$ cat config.mk
export PLATFORM = sky130hd
export DESIGN_NAME = pixel_centroid_tracker_flat
export DESIGN_NICKNAME = d
export VERILOG_FILES = /design/src/design/pct_pkg.sv /design/src/design/pct_in_if.sv /design/src/design/pct_out_if.sv /design/src/design/pixel_centroid_tracker.sv /design/src/flat_wrapper.sv
export SDC_FILE = /design/constraint.sdc
export NUM_CORES = 2
export LEC_CHECK = 0
export BUFFER_PORTS_ARGS = -buffer_cell sky130_fd_sc_hd__buf_2
export CAP_MARGIN = 40
export CORE_MARGIN = 10
export CORE_UTILIZATION = 35
export CTS_CLUSTER_DIAMETER = 80
export DETAILED_ROUTE_END_ITERATION = 12
export PLACE_DENSITY = 0.56
export SLEW_MARGIN = 0
export SYNTH_ARGS = -nofsm -noshare
export SYNTH_HDL_FRONTEND = slang
export SYNTH_SLANG_ARGS = --single-unit
$ cat constraint.sdc
create_clock -name clk_i -period 7.59 [get_ports clk_i]
set_clock_uncertainty 0.05 [all_clocks]
set_input_delay 0.3795 -clock clk_i [delete_from_list [all_inputs] [get_ports clk_i]]
set_output_delay 0.3795 -clock clk_i [all_outputs]
set_load 0.02 [all_outputs]
$ cat src/design/pct_pkg.sv
// ----------------------------------------------------------------------------
// pct_pkg: shared types and microcode for the pixel centroid tracker
// Control word layout, the step addresses of the program and the fixed
// formats of the registers and the level field.
// ----------------------------------------------------------------------------
package pct_pkg;

  // fixed formats
  localparam int unsigned THRESH_BITS = 13;
  localparam int unsigned Q16_BITS    = 17;
  localparam int unsigned LEVEL_BITS  = 16;
  localparam int unsigned LEVEL_FRAC  = 8;
  localparam int unsigned INTEN_BITS  = 8;
  localparam int unsigned RCNT_BITS   = 16;
  localparam int unsigned MCNT_BITS   = 8;
  localparam int unsigned STEP_BITS   = 4;

  localparam logic [Q16_BITS-1:0]    ONE_Q16       = 17'h10000;
  localparam logic [THRESH_BITS-1:0] THRESH_RESET  = 13'd16;

  // register indexes on the configuration port
  localparam logic REG_THRESH = 1'b0;
  localparam logic REG_ALPHA  = 1'b1;

  // input command codes
  localparam logic CMD_UPDATE = 1'b0;
  localparam logic CMD_SEED   = 1'b1;

  // multiplier operand selection
  typedef enum logic [2:0] {
    MUL_NONE,
    MUL_W,
    MUL_X,
    MUL_Y,
    MUL_L
  } mul_e;

  // product writeback target
  typedef enum logic [2:0] {
    WB_NONE,
    WB_W,
    WB_X,
    WB_Y,
    WB_L
  } wb_e;

  // sequencing operation
  typedef enum logic [1:0] {
    SEQ_NEXT,   // go to the following step
    SEQ_FETCH,  // hold until a request is taken
    SEQ_TEST,   // jump to target on seed or rejected update
    SEQ_EMIT    // hold until the result register is free, then jump
  } seq_e;

  typedef struct packed {
    mul_e                 mul;
    wb_e                  wb;
    logic                 chk;
    logic                 bump;
    seq_e                 seq;
    logic [STEP_BITS-1:0] tgt;
  } ucode_t;

  // step addresses
  localparam logic [STEP_BITS-1:0] STEP_WAIT  = 4'd0;
  localparam logic [STEP_BITS-1:0] STEP_CHECK = 4'd1;
  localparam logic [STEP_BITS-1:0] STEP_MW    = 4'd2;
  localparam logic [STEP_BITS-1:0] STEP_WW    = 4'd3;
  localparam logic [STEP_BITS-1:0] STEP_MX    = 4'd4;
  localparam logic [STEP_BITS-1:0] STEP_MY    = 4'd5;
  localparam logic [STEP_BITS-1:0] STEP_ML    = 4'd6;
  localparam logic [STEP_BITS-1:0] STEP_WL    = 4'd7;
  localparam logic [STEP_BITS-1:0] STEP_EMIT  = 4'd8;

  // the program
  function automatic ucode_t ucode_rom(input logic [STEP_BITS-1:0] step);
    ucode_t w;
    w = '{mul: MUL_NONE, wb: WB_NONE, chk: 1'b0, bump: 1'b0,
          seq: SEQ_NEXT, tgt: STEP_WAIT};
    case (step)
      STEP_WAIT:  w.seq = SEQ_FETCH;
      STEP_CHECK: begin
        w.chk = 1'b1;
        w.seq = SEQ_TEST;
        w.tgt = STEP_EMIT;
      end
      STEP_MW:    w.mul = MUL_W;
      STEP_WW:    w.wb  = WB_W;
      STEP_MX:    w.mul = MUL_X;
      STEP_MY: begin
        w.mul = MUL_Y;
        w.wb  = WB_X;
      end
      STEP_ML: begin
        w.mul = MUL_L;
        w.wb  = WB_Y;
      end
      STEP_WL: begin
        w.wb   = WB_L;
        w.bump = 1'b1;
      end
      STEP_EMIT: begin
        w.seq = SEQ_EMIT;
        w.tgt = STEP_WAIT;
      end
      default: begin
        w.seq = SEQ_EMIT;
        w.tgt = STEP_WAIT;
      end
    endcase
    return w;
  endfunction

endpackage

$ cat src/design/pct_in_if.sv
// ----------------------------------------------------------------------------
// pct_in_if: pixel request channel
// Valid/ready channel carrying one pixel and its command.
// ----------------------------------------------------------------------------
interface pct_in_if #(
  parameter int unsigned COORD_BITS = 12
);
  logic                  valid;
  logic                  ready;
  logic                  cmd;
  logic [COORD_BITS-1:0] pixel_x;
  logic [COORD_BITS-1:0] pixel_y;
  logic [7:0]            intensity;

  modport source (output valid, cmd, pixel_x, pixel_y, intensity, input ready);
  modport sink   (input valid, cmd, pixel_x, pixel_y, intensity, output ready);
endinterface

$ cat src/design/pct_out_if.sv
// ----------------------------------------------------------------------------
// pct_out_if: centroid result channel
// Valid/ready channel carrying the centroid after each request.
// ----------------------------------------------------------------------------
interface pct_out_if #(
  parameter int unsigned COORD_BITS = 12,
  parameter int unsigned FRAC_BITS  = 8
);
  logic                            valid;
  logic                            ready;
  logic                            accepted;
  logic [COORD_BITS+FRAC_BITS-1:0] centroid_x;
  logic [COORD_BITS+FRAC_BITS-1:0] centroid_y;
  logic [15:0]                     centroid_level;
  logic [15:0]                     region_count;
  logic [7:0]                      merged_count;

  modport source (output valid, accepted, centroid_x, centroid_y, centroid_level,
                  region_count, merged_count, input ready);
  modport sink   (input valid, accepted, centroid_x, centroid_y, centroid_level,
                  region_count, merged_count, output ready);
endinterface

$ cat src/design/pixel_centroid_tracker.sv
// ----------------------------------------------------------------------------
// pixel_centroid_tracker: single bright-spot centroid follower
// Microcoded sequencer over one multiplier pair that seeds, gates and blends
// the centroid position and level.
// ----------------------------------------------------------------------------
// One request is processed at a time. A seed or a rejected update passes
// through the fetch, check and result steps; a merged update runs the blend
// program between check and result, which does the weight decay and then the
// x, y and level blends one after the other through a single pair of
// 17 x max(COORD_BITS+FRAC_BITS, 16) multipliers.
// The result sits in an output register, so the next request is taken while
// it waits; the sequencer only stalls at its result step if the previous
// result has still not been taken. There is no clearing pass after reset.
// Registers: distance_threshold at byte 0, alpha at byte 4 (Q1.16, values
// above 1.0 act as 1.0).
module pixel_centroid_tracker
  import pct_pkg::*;
#(
  parameter int unsigned COORD_BITS = 12,
  parameter int unsigned FRAC_BITS  = 8
) (
  input  logic        clk_i,
  input  logic        rst_ni,
  input  logic        psel,
  input  logic        penable,
  input  logic        pwrite,
  input  logic [2:0]  paddr,
  input  logic [31:0] pwdata,
  output logic [31:0] prdata,
  output logic        pready,
  pct_in_if.sink      in_if,
  pct_out_if.source   out_if
);

  localparam int unsigned POS_BITS  = COORD_BITS + FRAC_BITS;
  localparam int unsigned DW        = (POS_BITS > LEVEL_BITS) ? POS_BITS : LEVEL_BITS;
  localparam int unsigned PW        = Q16_BITS + DW;
  localparam int unsigned DIST_BITS = POS_BITS + 1;
  localparam int unsigned LIM_BITS  = THRESH_BITS + FRAC_BITS;
  localparam int unsigned CW        = (DIST_BITS > LIM_BITS) ? DIST_BITS : LIM_BITS;

  // configuration
  logic [THRESH_BITS-1:0] thresh_q;
  logic [Q16_BITS-1:0]    alpha_q;
  logic                   cfg_wr;

  // centroid state
  logic [POS_BITS-1:0]   pos_x_q, pos_x_d;
  logic [POS_BITS-1:0]   pos_y_q, pos_y_d;
  logic [LEVEL_BITS-1:0] level_q, level_d;
  logic [Q16_BITS-1:0]   weight_q, weight_d;
  logic [RCNT_BITS-1:0]  region_q, region_d;
  logic [MCNT_BITS-1:0]  total_q, total_d;
  logic                  acc_q, acc_d;

  // sequencer
  logic [STEP_BITS-1:0] step_q, step_d;
  ucode_t               uc;

  // captured request
  logic                  cmd_q;
  logic [POS_BITS-1:0]   px_q, py_q;
  logic [LEVEL_BITS-1:0] lv_q;

  // datapath
  logic [Q16_BITS-1:0] alpha_sat, op_g, op_gn;
  logic [DW-1:0]       op_old, op_new;
  logic [PW-1:0]       prod_old_q, prod_new_q, prod_sum;
  logic [POS_BITS-1:0] dx, dy;
  logic [CW-1:0]       man_dist, limit;
  logic                take, pass, out_free;

  // result register
  logic                  out_valid_q;
  logic                  out_acc_q;
  logic [POS_BITS-1:0]   out_x_q, out_y_q;
  logic [LEVEL_BITS-1:0] out_lv_q;
  logic [RCNT_BITS-1:0]  out_rc_q;
  logic [MCNT_BITS-1:0]  out_mc_q;

  // configuration port
  assign pready = 1'b1;
  assign cfg_wr = psel && penable && pwrite;
  assign prdata = (paddr[2] == REG_ALPHA) ? 32'(alpha_q) : 32'(thresh_q);

  assign uc        = ucode_rom(step_q);
  assign in_if.ready = (step_q == STEP_WAIT);
  assign take      = in_if.valid && in_if.ready;
  assign out_free  = !out_valid_q || out_if.ready;
  assign alpha_sat = alpha_q[Q16_BITS-1] ? ONE_Q16 : alpha_q;

  // gate: Manhattan distance against the threshold in position format
  assign dx       = (pos_x_q >= px_q) ? (pos_x_q - px_q) : (px_q - pos_x_q);
  assign dy       = (pos_y_q >= py_q) ? (pos_y_q - py_q) : (py_q - pos_y_q);
  assign man_dist = CW'(dx) + CW'(dy);
  assign limit    = CW'({thresh_q, {FRAC_BITS{1'b0}}});
  assign pass     = (cmd_q == CMD_SEED) || (man_dist < limit);

  // multiplier operand selection
  always_comb begin
    op_g   = weight_q;
    op_gn  = ONE_Q16 - weight_q;
    op_old = '0;
    op_new = '0;
    case (uc.mul)
      MUL_W: begin
        op_old = DW'(alpha_sat);
        op_gn  = '0;
      end
      MUL_X: begin
        op_old = DW'(pos_x_q);
        op_new = DW'(px_q);
      end
      MUL_Y: begin
        op_old = DW'(pos_y_q);
        op_new = DW'(py_q);
      end
      MUL_L: begin
        op_old = DW'(level_q);
        op_new = DW'(lv_q);
      end
      default: begin
        op_g  = '0;
        op_gn = '0;
      end
    endcase
  end

  assign prod_sum = prod_old_q + prod_new_q;

  // state update: seed in the check step, blend writebacks, counters
  always_comb begin
    pos_x_d  = pos_x_q;
    pos_y_d  = pos_y_q;
    level_d  = level_q;
    weight_d = weight_q;
    region_d = region_q;
    total_d  = total_q;
    acc_d    = acc_q;
    if (uc.chk) begin
      acc_d = pass;
      if (cmd_q == CMD_SEED) begin
        pos_x_d  = px_q;
        pos_y_d  = py_q;
        level_d  = lv_q;
        region_d = RCNT_BITS'(1);
      end
    end
    case (uc.wb)
      WB_W:    weight_d = prod_sum[16 +: Q16_BITS];
      WB_X:    pos_x_d  = prod_sum[16 +: POS_BITS];
      WB_Y:    pos_y_d  = prod_sum[16 +: POS_BITS];
      WB_L:    level_d  = prod_sum[16 +: LEVEL_BITS];
      default: ;
    endcase
    if (uc.bump) begin
      if (region_q != {RCNT_BITS{1'b1}}) region_d = region_q + RCNT_BITS'(1);
      total_d = total_q + MCNT_BITS'(1);
    end
  end

  // next step
  always_comb begin
    step_d = step_q + STEP_BITS'(1);
    case (uc.seq)
      SEQ_FETCH: if (!take) step_d = step_q;
      SEQ_TEST:  if (cmd_q == CMD_SEED || !pass) step_d = uc.tgt;
      SEQ_EMIT:  step_d = out_free ? uc.tgt : step_q;
      default:   ;
    endcase
  end

  // control and state registers
  always_ff @(posedge clk_i or negedge rst_ni) begin
    if (!rst_ni) begin
      thresh_q    <= THRESH_RESET;
      alpha_q     <= ONE_Q16;
      pos_x_q     <= '0;
      pos_y_q     <= '0;
      level_q     <= '0;
      weight_q    <= ONE_Q16;
      region_q    <= '0;
      total_q     <= '0;
      acc_q       <= 1'b0;
      step_q      <= STEP_WAIT;
      out_valid_q <= 1'b0;
    end else begin
      if (cfg_wr) begin
        if (paddr[2] == REG_ALPHA) alpha_q <= pwdata[Q16_BITS-1:0];
        else                       thresh_q <= pwdata[THRESH_BITS-1:0];
      end
      pos_x_q  <= pos_x_d;
      pos_y_q  <= pos_y_d;
      level_q  <= level_d;
      weight_q <= weight_d;
      region_q <= region_d;
      total_q  <= total_d;
      acc_q    <= acc_d;
      step_q   <= step_d;
      if (uc.seq == SEQ_EMIT && out_free) out_valid_q <= 1'b1;
      else if (out_if.ready)              out_valid_q <= 1'b0;
    end
  end

  // payload registers: captured request, products, result
  always_ff @(posedge clk_i) begin
    if (take) begin
      cmd_q <= in_if.cmd;
      px_q  <= {in_if.pixel_x, {FRAC_BITS{1'b0}}};
      py_q  <= {in_if.pixel_y, {FRAC_BITS{1'b0}}};
      lv_q  <= {in_if.intensity, {LEVEL_FRAC{1'b0}}};
    end
    prod_old_q <= PW'(op_g) * PW'(op_old);
    prod_new_q <= PW'(op_gn) * PW'(op_new);
    if (uc.seq == SEQ_EMIT && out_free) begin
      out_acc_q <= acc_q;
      out_x_q   <= pos_x_q;
      out_y_q   <= pos_y_q;
      out_lv_q  <= level_q;
      out_rc_q  <= region_q;
      out_mc_q  <= total_q;
    end
  end

  assign out_if.valid          = out_valid_q;
  assign out_if.accepted       = out_acc_q;
  assign out_if.centroid_x     = out_x_q;
  assign out_if.centroid_y     = out_y_q;
  assign out_if.centroid_level = out_lv_q;
  assign out_if.region_count   = out_rc_q;
  assign out_if.merged_count   = out_mc_q;

endmodule
$ cat src/flat_wrapper.sv
// flat-port wrapper written by rule: the top's interface ports become plain ports
module pixel_centroid_tracker_flat import pct_pkg::*;
#(
  parameter int unsigned COORD_BITS = 12,
  parameter int unsigned FRAC_BITS  = 8
)
  (clk_i, rst_ni, psel, penable, pwrite, paddr, pwdata, prdata, pready, in_if_valid, in_if_cmd, in_if_pixel_x, in_if_pixel_y, in_if_intensity, in_if_ready, out_if_valid, out_if_accepted, out_if_centroid_x, out_if_centroid_y, out_if_centroid_level, out_if_region_count, out_if_merged_count, out_if_ready);
  pct_in_if #(.COORD_BITS(COORD_BITS)) in_if_i ();
  pct_out_if #(.COORD_BITS(COORD_BITS), .FRAC_BITS(FRAC_BITS)) out_if_i ();
  input  logic clk_i;
  input  logic rst_ni;
  input  logic psel;
  input  logic penable;
  input  logic pwrite;
  input  logic [2:0] paddr;
  input  logic [31:0] pwdata;
  output logic [31:0] prdata;
  output logic pready;
  input wire logic [$bits(in_if_i.valid)-1:0] in_if_valid;
  input wire logic [$bits(in_if_i.cmd)-1:0] in_if_cmd;
  input wire logic [$bits(in_if_i.pixel_x)-1:0] in_if_pixel_x;
  input wire logic [$bits(in_if_i.pixel_y)-1:0] in_if_pixel_y;
  input wire logic [$bits(in_if_i.intensity)-1:0] in_if_intensity;
  output wire logic [$bits(in_if_i.ready)-1:0] in_if_ready;
  output wire logic [$bits(out_if_i.valid)-1:0] out_if_valid;
  output wire logic [$bits(out_if_i.accepted)-1:0] out_if_accepted;
  output wire logic [$bits(out_if_i.centroid_x)-1:0] out_if_centroid_x;
  output wire logic [$bits(out_if_i.centroid_y)-1:0] out_if_centroid_y;
  output wire logic [$bits(out_if_i.centroid_level)-1:0] out_if_centroid_level;
  output wire logic [$bits(out_if_i.region_count)-1:0] out_if_region_count;
  output wire logic [$bits(out_if_i.merged_count)-1:0] out_if_merged_count;
  input wire logic [$bits(out_if_i.ready)-1:0] out_if_ready;
  assign in_if_i.valid = in_if_valid;
  assign in_if_i.cmd = in_if_cmd;
  assign in_if_i.pixel_x = in_if_pixel_x;
  assign in_if_i.pixel_y = in_if_pixel_y;
  assign in_if_i.intensity = in_if_intensity;
  assign in_if_ready = in_if_i.ready;
  assign out_if_valid = out_if_i.valid;
  assign out_if_accepted = out_if_i.accepted;
  assign out_if_centroid_x = out_if_i.centroid_x;
  assign out_if_centroid_y = out_if_i.centroid_y;
  assign out_if_centroid_level = out_if_i.centroid_level;
  assign out_if_region_count = out_if_i.region_count;
  assign out_if_merged_count = out_if_i.merged_count;
  assign out_if_i.ready = out_if_ready;
  pixel_centroid_tracker #(.COORD_BITS(COORD_BITS), .FRAC_BITS(FRAC_BITS)) u_core (.clk_i(clk_i), .rst_ni(rst_ni), .psel(psel), .penable(penable), .pwrite(pwrite), .paddr(paddr), .pwdata(pwdata), .prdata(prdata), .pready(pready), .in_if(in_if_i), .out_if(out_if_i));
endmodule
==> metrics.csv <==
stage,metric,value,unit
floorplan,num_rows,112,
route,wl,110000,um
global_route,grt_overflow_total,0,
timing,fin_crit_sh,100,%
timing,rsz0062_at_grt,true,
floorplan,die_h,328,um
worst_setup_path,critPathMaxFanout,7,
route,wl_per_cell,20.4,um
worst_setup_path,arrival,8.03,ns
logic_synthesis,yosys_register_bits,303,
power,total_leakage_power,19.8,nW
power,p_sw,4.36,mW
logic_synthesis,synth_cell_types,94,
worst_setup_path,reg2reg_to,u_core.prod_new_q[35]$_DFF_P_,
placement,numPlacedInstances,5213,
power,p_int,5.65,mW
placement,routabilityCongestion,0.936,
clocking,clkTransAtPathRegs,0.06,ns
clocking,cts_buffers,43,
placement,numPortBuffers,157,
power,power,10.0,mW
worst_setup_path,reg2reg_setup_slack,0.0008,ns
timing,timing.hold.ws,0.189,ns
cells_and_area,nets,4893,
route,initialDrtViolationCount,2108,
timing,report.final.slew_viol_count,0,
cells_and_area,fillCellCount,9236,
clocking,insertion_delay,0.60,ns
worst_setup_path,r2r_cells,29,
timing,maxSlewHeadroom,39.2,%
cells_and_area,area_growth,22.5,%
logic_synthesis,synth_ff_type,dfrtp_1,
cells_and_area,fin_cells,5376,
floorplan,fp.coreArea,93600,um^2
timing,max_freq,132,MHz
route,routed_via_density,5.03,
logic_synthesis,synth_most_common_cell,inv_1,
route,ant_nets,0,
clocking,clkSinkCount,303,
clocking,cts-root-buf,clkbuf_16,
route,drt-pass1-iter-count,7,
floorplan,die_area,107000,um^2
worst_setup_path,path_class,register to register,
power,switching_share,43.5,%
logic_synthesis,synthCells,3587,
logic_synthesis,synth-warning-count,0,
cells_and_area,drive_gt1_share,19.8,%
logic_synthesis,yosys.area.top_type,fa_1,
logic_synthesis,ys_async_sr_fraction,43.9,%
logic_synthesis,netlist_area,33100,um^2
global_route,grt.total_usage,20.3,%
logic_synthesis,netlist.area_leader.share,25.2,%
global_route,antenna_found_initial,6,
flow_run,cap_violations,0,
logic_synthesis,ys_top_cells_by_count,"inv_1 (603), nand2_1 (507), fa_1 (416)",
worst_setup_path,r2r-start,u_core.step_q[0]$_DFFE_PN0P_,
logic_synthesis,synth_area_leaders,"fa_1 (25%), ha_1 (12%), edfxtp_1 (10%)",
logic_synthesis,synth_edf_count,114,
worst_setup_path,endpoint_kind,register,
clocking,htreeDepth,2,
global_route,grt_max_degree,85,
worst_setup_path,crit_slowest_cell,fa_2,
worst_setup_path,crit_required,8.03,ns
route,vias,27052,
status,run_status,finished clean,
timing,hold_viol_final,0,
power,power_frac_clock,21.7,%
timing,tightest_slew,0.905,ns
power,combPwrFrac,52.4,%
route,drc,0,
logic_synthesis,ys_seq_area_share,23.8,%
global_route,grt_pass1_wl,168000,um
worst_setup_path,worst_setup_path_start_kind,register,
clocking,cts_tree,done,
worst_setup_path,critPathCapture,u_core.prod_new_q[35]$_DFF_P_,
floorplan,start_util,35.4,%
floorplan,io_pins,191,
timing,min_period,7.59,ns
power,seq_power_share,25.9,%
worst_setup_path,max_stage_delay,0.61,ns
floorplan,die_w,328,um
power,ir_drop,0.000512,V
global_route,grt_pass1_vias,27390,
cells_and_area,num_antenna_cells,0,
placement,place_hpwl,91200,um
worst_setup_path,crit_start,u_core.step_q[0]$_DFFE_PN0P_,
hold_path,hold_class,primary input to register,
timing,report.final.setup_viol,0,
clocking,clock_path_buffers,3,
power,p_per_area,247,nW/um^2
worst_setup_path,crit_top_cell,fa_1,
logic_synthesis,avgSynthCellArea,9.23,um^2
## flip-flops by register name, indices dropped and copies added, names as in the netlist, 16 cells and up
signal                        count
u_core.out_if.centroid_x         20
u_core.weight_q                  17
u_core.level_q                   16
u_core.prod_new_q                28
u_core.out_if.region_count       16
u_core.out_if.centroid_y         20
u_core.out_if.centroid_level     16
u_core.region_q                  16
u_core.prod_old_q                28
u_core.alpha_q                   17
u_core.pos_y_q                   20
u_core.pos_x_q                   20
## power by group through the flow
| stage | clock network (mW) | logic (mW) | registers [mW] |
|---|---|---|---|
| after floorplan | 0 | 3.36 | 2.67 |
| after global placement | 0 | 5.01 | 2.61 |
| after detailed placement | 0 | 5.09 | 2.61 |
| after CTS | 2.22 | 5.15 | 2.58 |
| after global routing | 2.29 | 5.81 | 2.61 |
| final | 2.18 | 5.25 | 2.59 |
## placed cells by master (no fill, tap or decap), types with 11 or more instances in the layout
master           n
nand4_1         17
o21a_1          22
clkbuf_16       45
nor2_1         316
nand2b_1        25
dfrtp_1        130
mux2_2          40
buf_6           17
a222oi_1        18
dfxtp_1         56
inv_1          595
ha_1           303
edfxtp_1       114
a31oi_1         11
fa_2            17
nor2b_1         19
buf_2          156
and2_1          31
a22o_1          29
a211oi_1        14
mux2i_1         13
xor2_1          54
nor3_1          42
o21ai_0         80
and3_1          17
buf_4          357
a21o_1          47
o21ai_1         19
buf_12          11
conb_1          16
nand2_2         15
dlygate4sd3_1   51
nand2_1        492
nand3_1         54
a21oi_1        114
fa_1           399
o21bai_1        11
or3_1           13
xnor2_1         86
## routing by layer
layer | wire, um | up-vias | track usage [%] | share of wire, %
li1 | - | 12491 | - | -
met1 | 46700 | 13254 | 27.5 | 43
met2 | 49900 | 1092 | 32.7 | 46
met3 | 8670 | 215 | 3.23 | 7.9
met4 | 4240 | 0 | 6.68 | 3.9
met5 | 0 | - | 0 | 0
## cells by family after synthesis
kind of cell | synth area share (%)
compound gates | 9.50
buf+inv | 8.91
xor+xnor | 3.78
fa+ha+maj | 37.0
flops | 23.8
simple gates | 15.1
mux | 1.90
other cells | 0.0227
## how the worst min path moves through the flow
stage / from / slack (ns) / cells past startpoint / endpoint
6_report: out_if_ready / 0.19 / 3 / u_core.out_if.valid$_DFFE_PN0P_
5_1_grt: out_if_ready / 0.19 / 3 / u_core.out_if.valid$_DFFE_PN0P_
4_1_cts: out_if_ready / 0.17 / 3 / u_core.out_if.valid$_DFFE_PN0P_
3_5_place_dp: u_core.acc_q$_DFFE_PN0P_ / 0.40 / 0 / u_core.out_if.accepted$_DFFE_PP_
3_3_place_gp: u_core.acc_q$_DFFE_PN0P_ / 0.40 / 0 / u_core.out_if.accepted$_DFFE_PP_
2_1_floorplan: rst_ni / 0.03 / 0 / u_core.acc_q$_DFFE_PN0P_
## critical path: cells and delay by family (launching register included)
family | cells | cell delay (ns)
adder cells (fa/ha/maj) | 8 | 3.55
AO/OA/AOI/OAI | 9 | 1.70
buffers and inverters | 9 | 1.04
AND/OR/NAND/NOR | 2 | 0.62
flip-flops | 1 | 0.40
XOR/XNOR | 1 | 0.13
## area by class of cell
class                           count  area, um^2  area share [%]
Multi-Input combinational cell   2539       22900            56.4
Sequential cell                   303        7880            19.4
Timing Repair Buffer              597        4470            11.0
Inverter                          604        2270            5.59
Tap cell                         1254        1570            3.87
Clock buffer                       51        1140            2.80
Clock inverter                     28         382           0.941
## per-stage QoR
stage                     area, um^2  util [%]  worst slack [ns]  setup TNS [ns]
after CTS                      39900      42.6           0.00648               0
final                          40600      43.3          0.000837               0
after global routing           40600      43.3            -0.218          -0.912
after detailed placement       37700      40.3            -0.287           -1.01
after floorplan                33200         -            0.0451               0
after global placement         37600      40.2            -0.221          -0.647
## repair_timing
| action | in CTS | in global routing |
|---|---|---|
| resized for setup | 30 | 116 |
| hold buffers | 51 | 0 |
| gates cloned | 0 | 1 |
| pin swaps | 13 | 62 |
| endpoints found under the hold margin | 144 | 0 |
| buffers inserted | 3 | 30 |
| setup endpoints to repair | 10 | 23 |
Power figures use the tool's default switching activity.
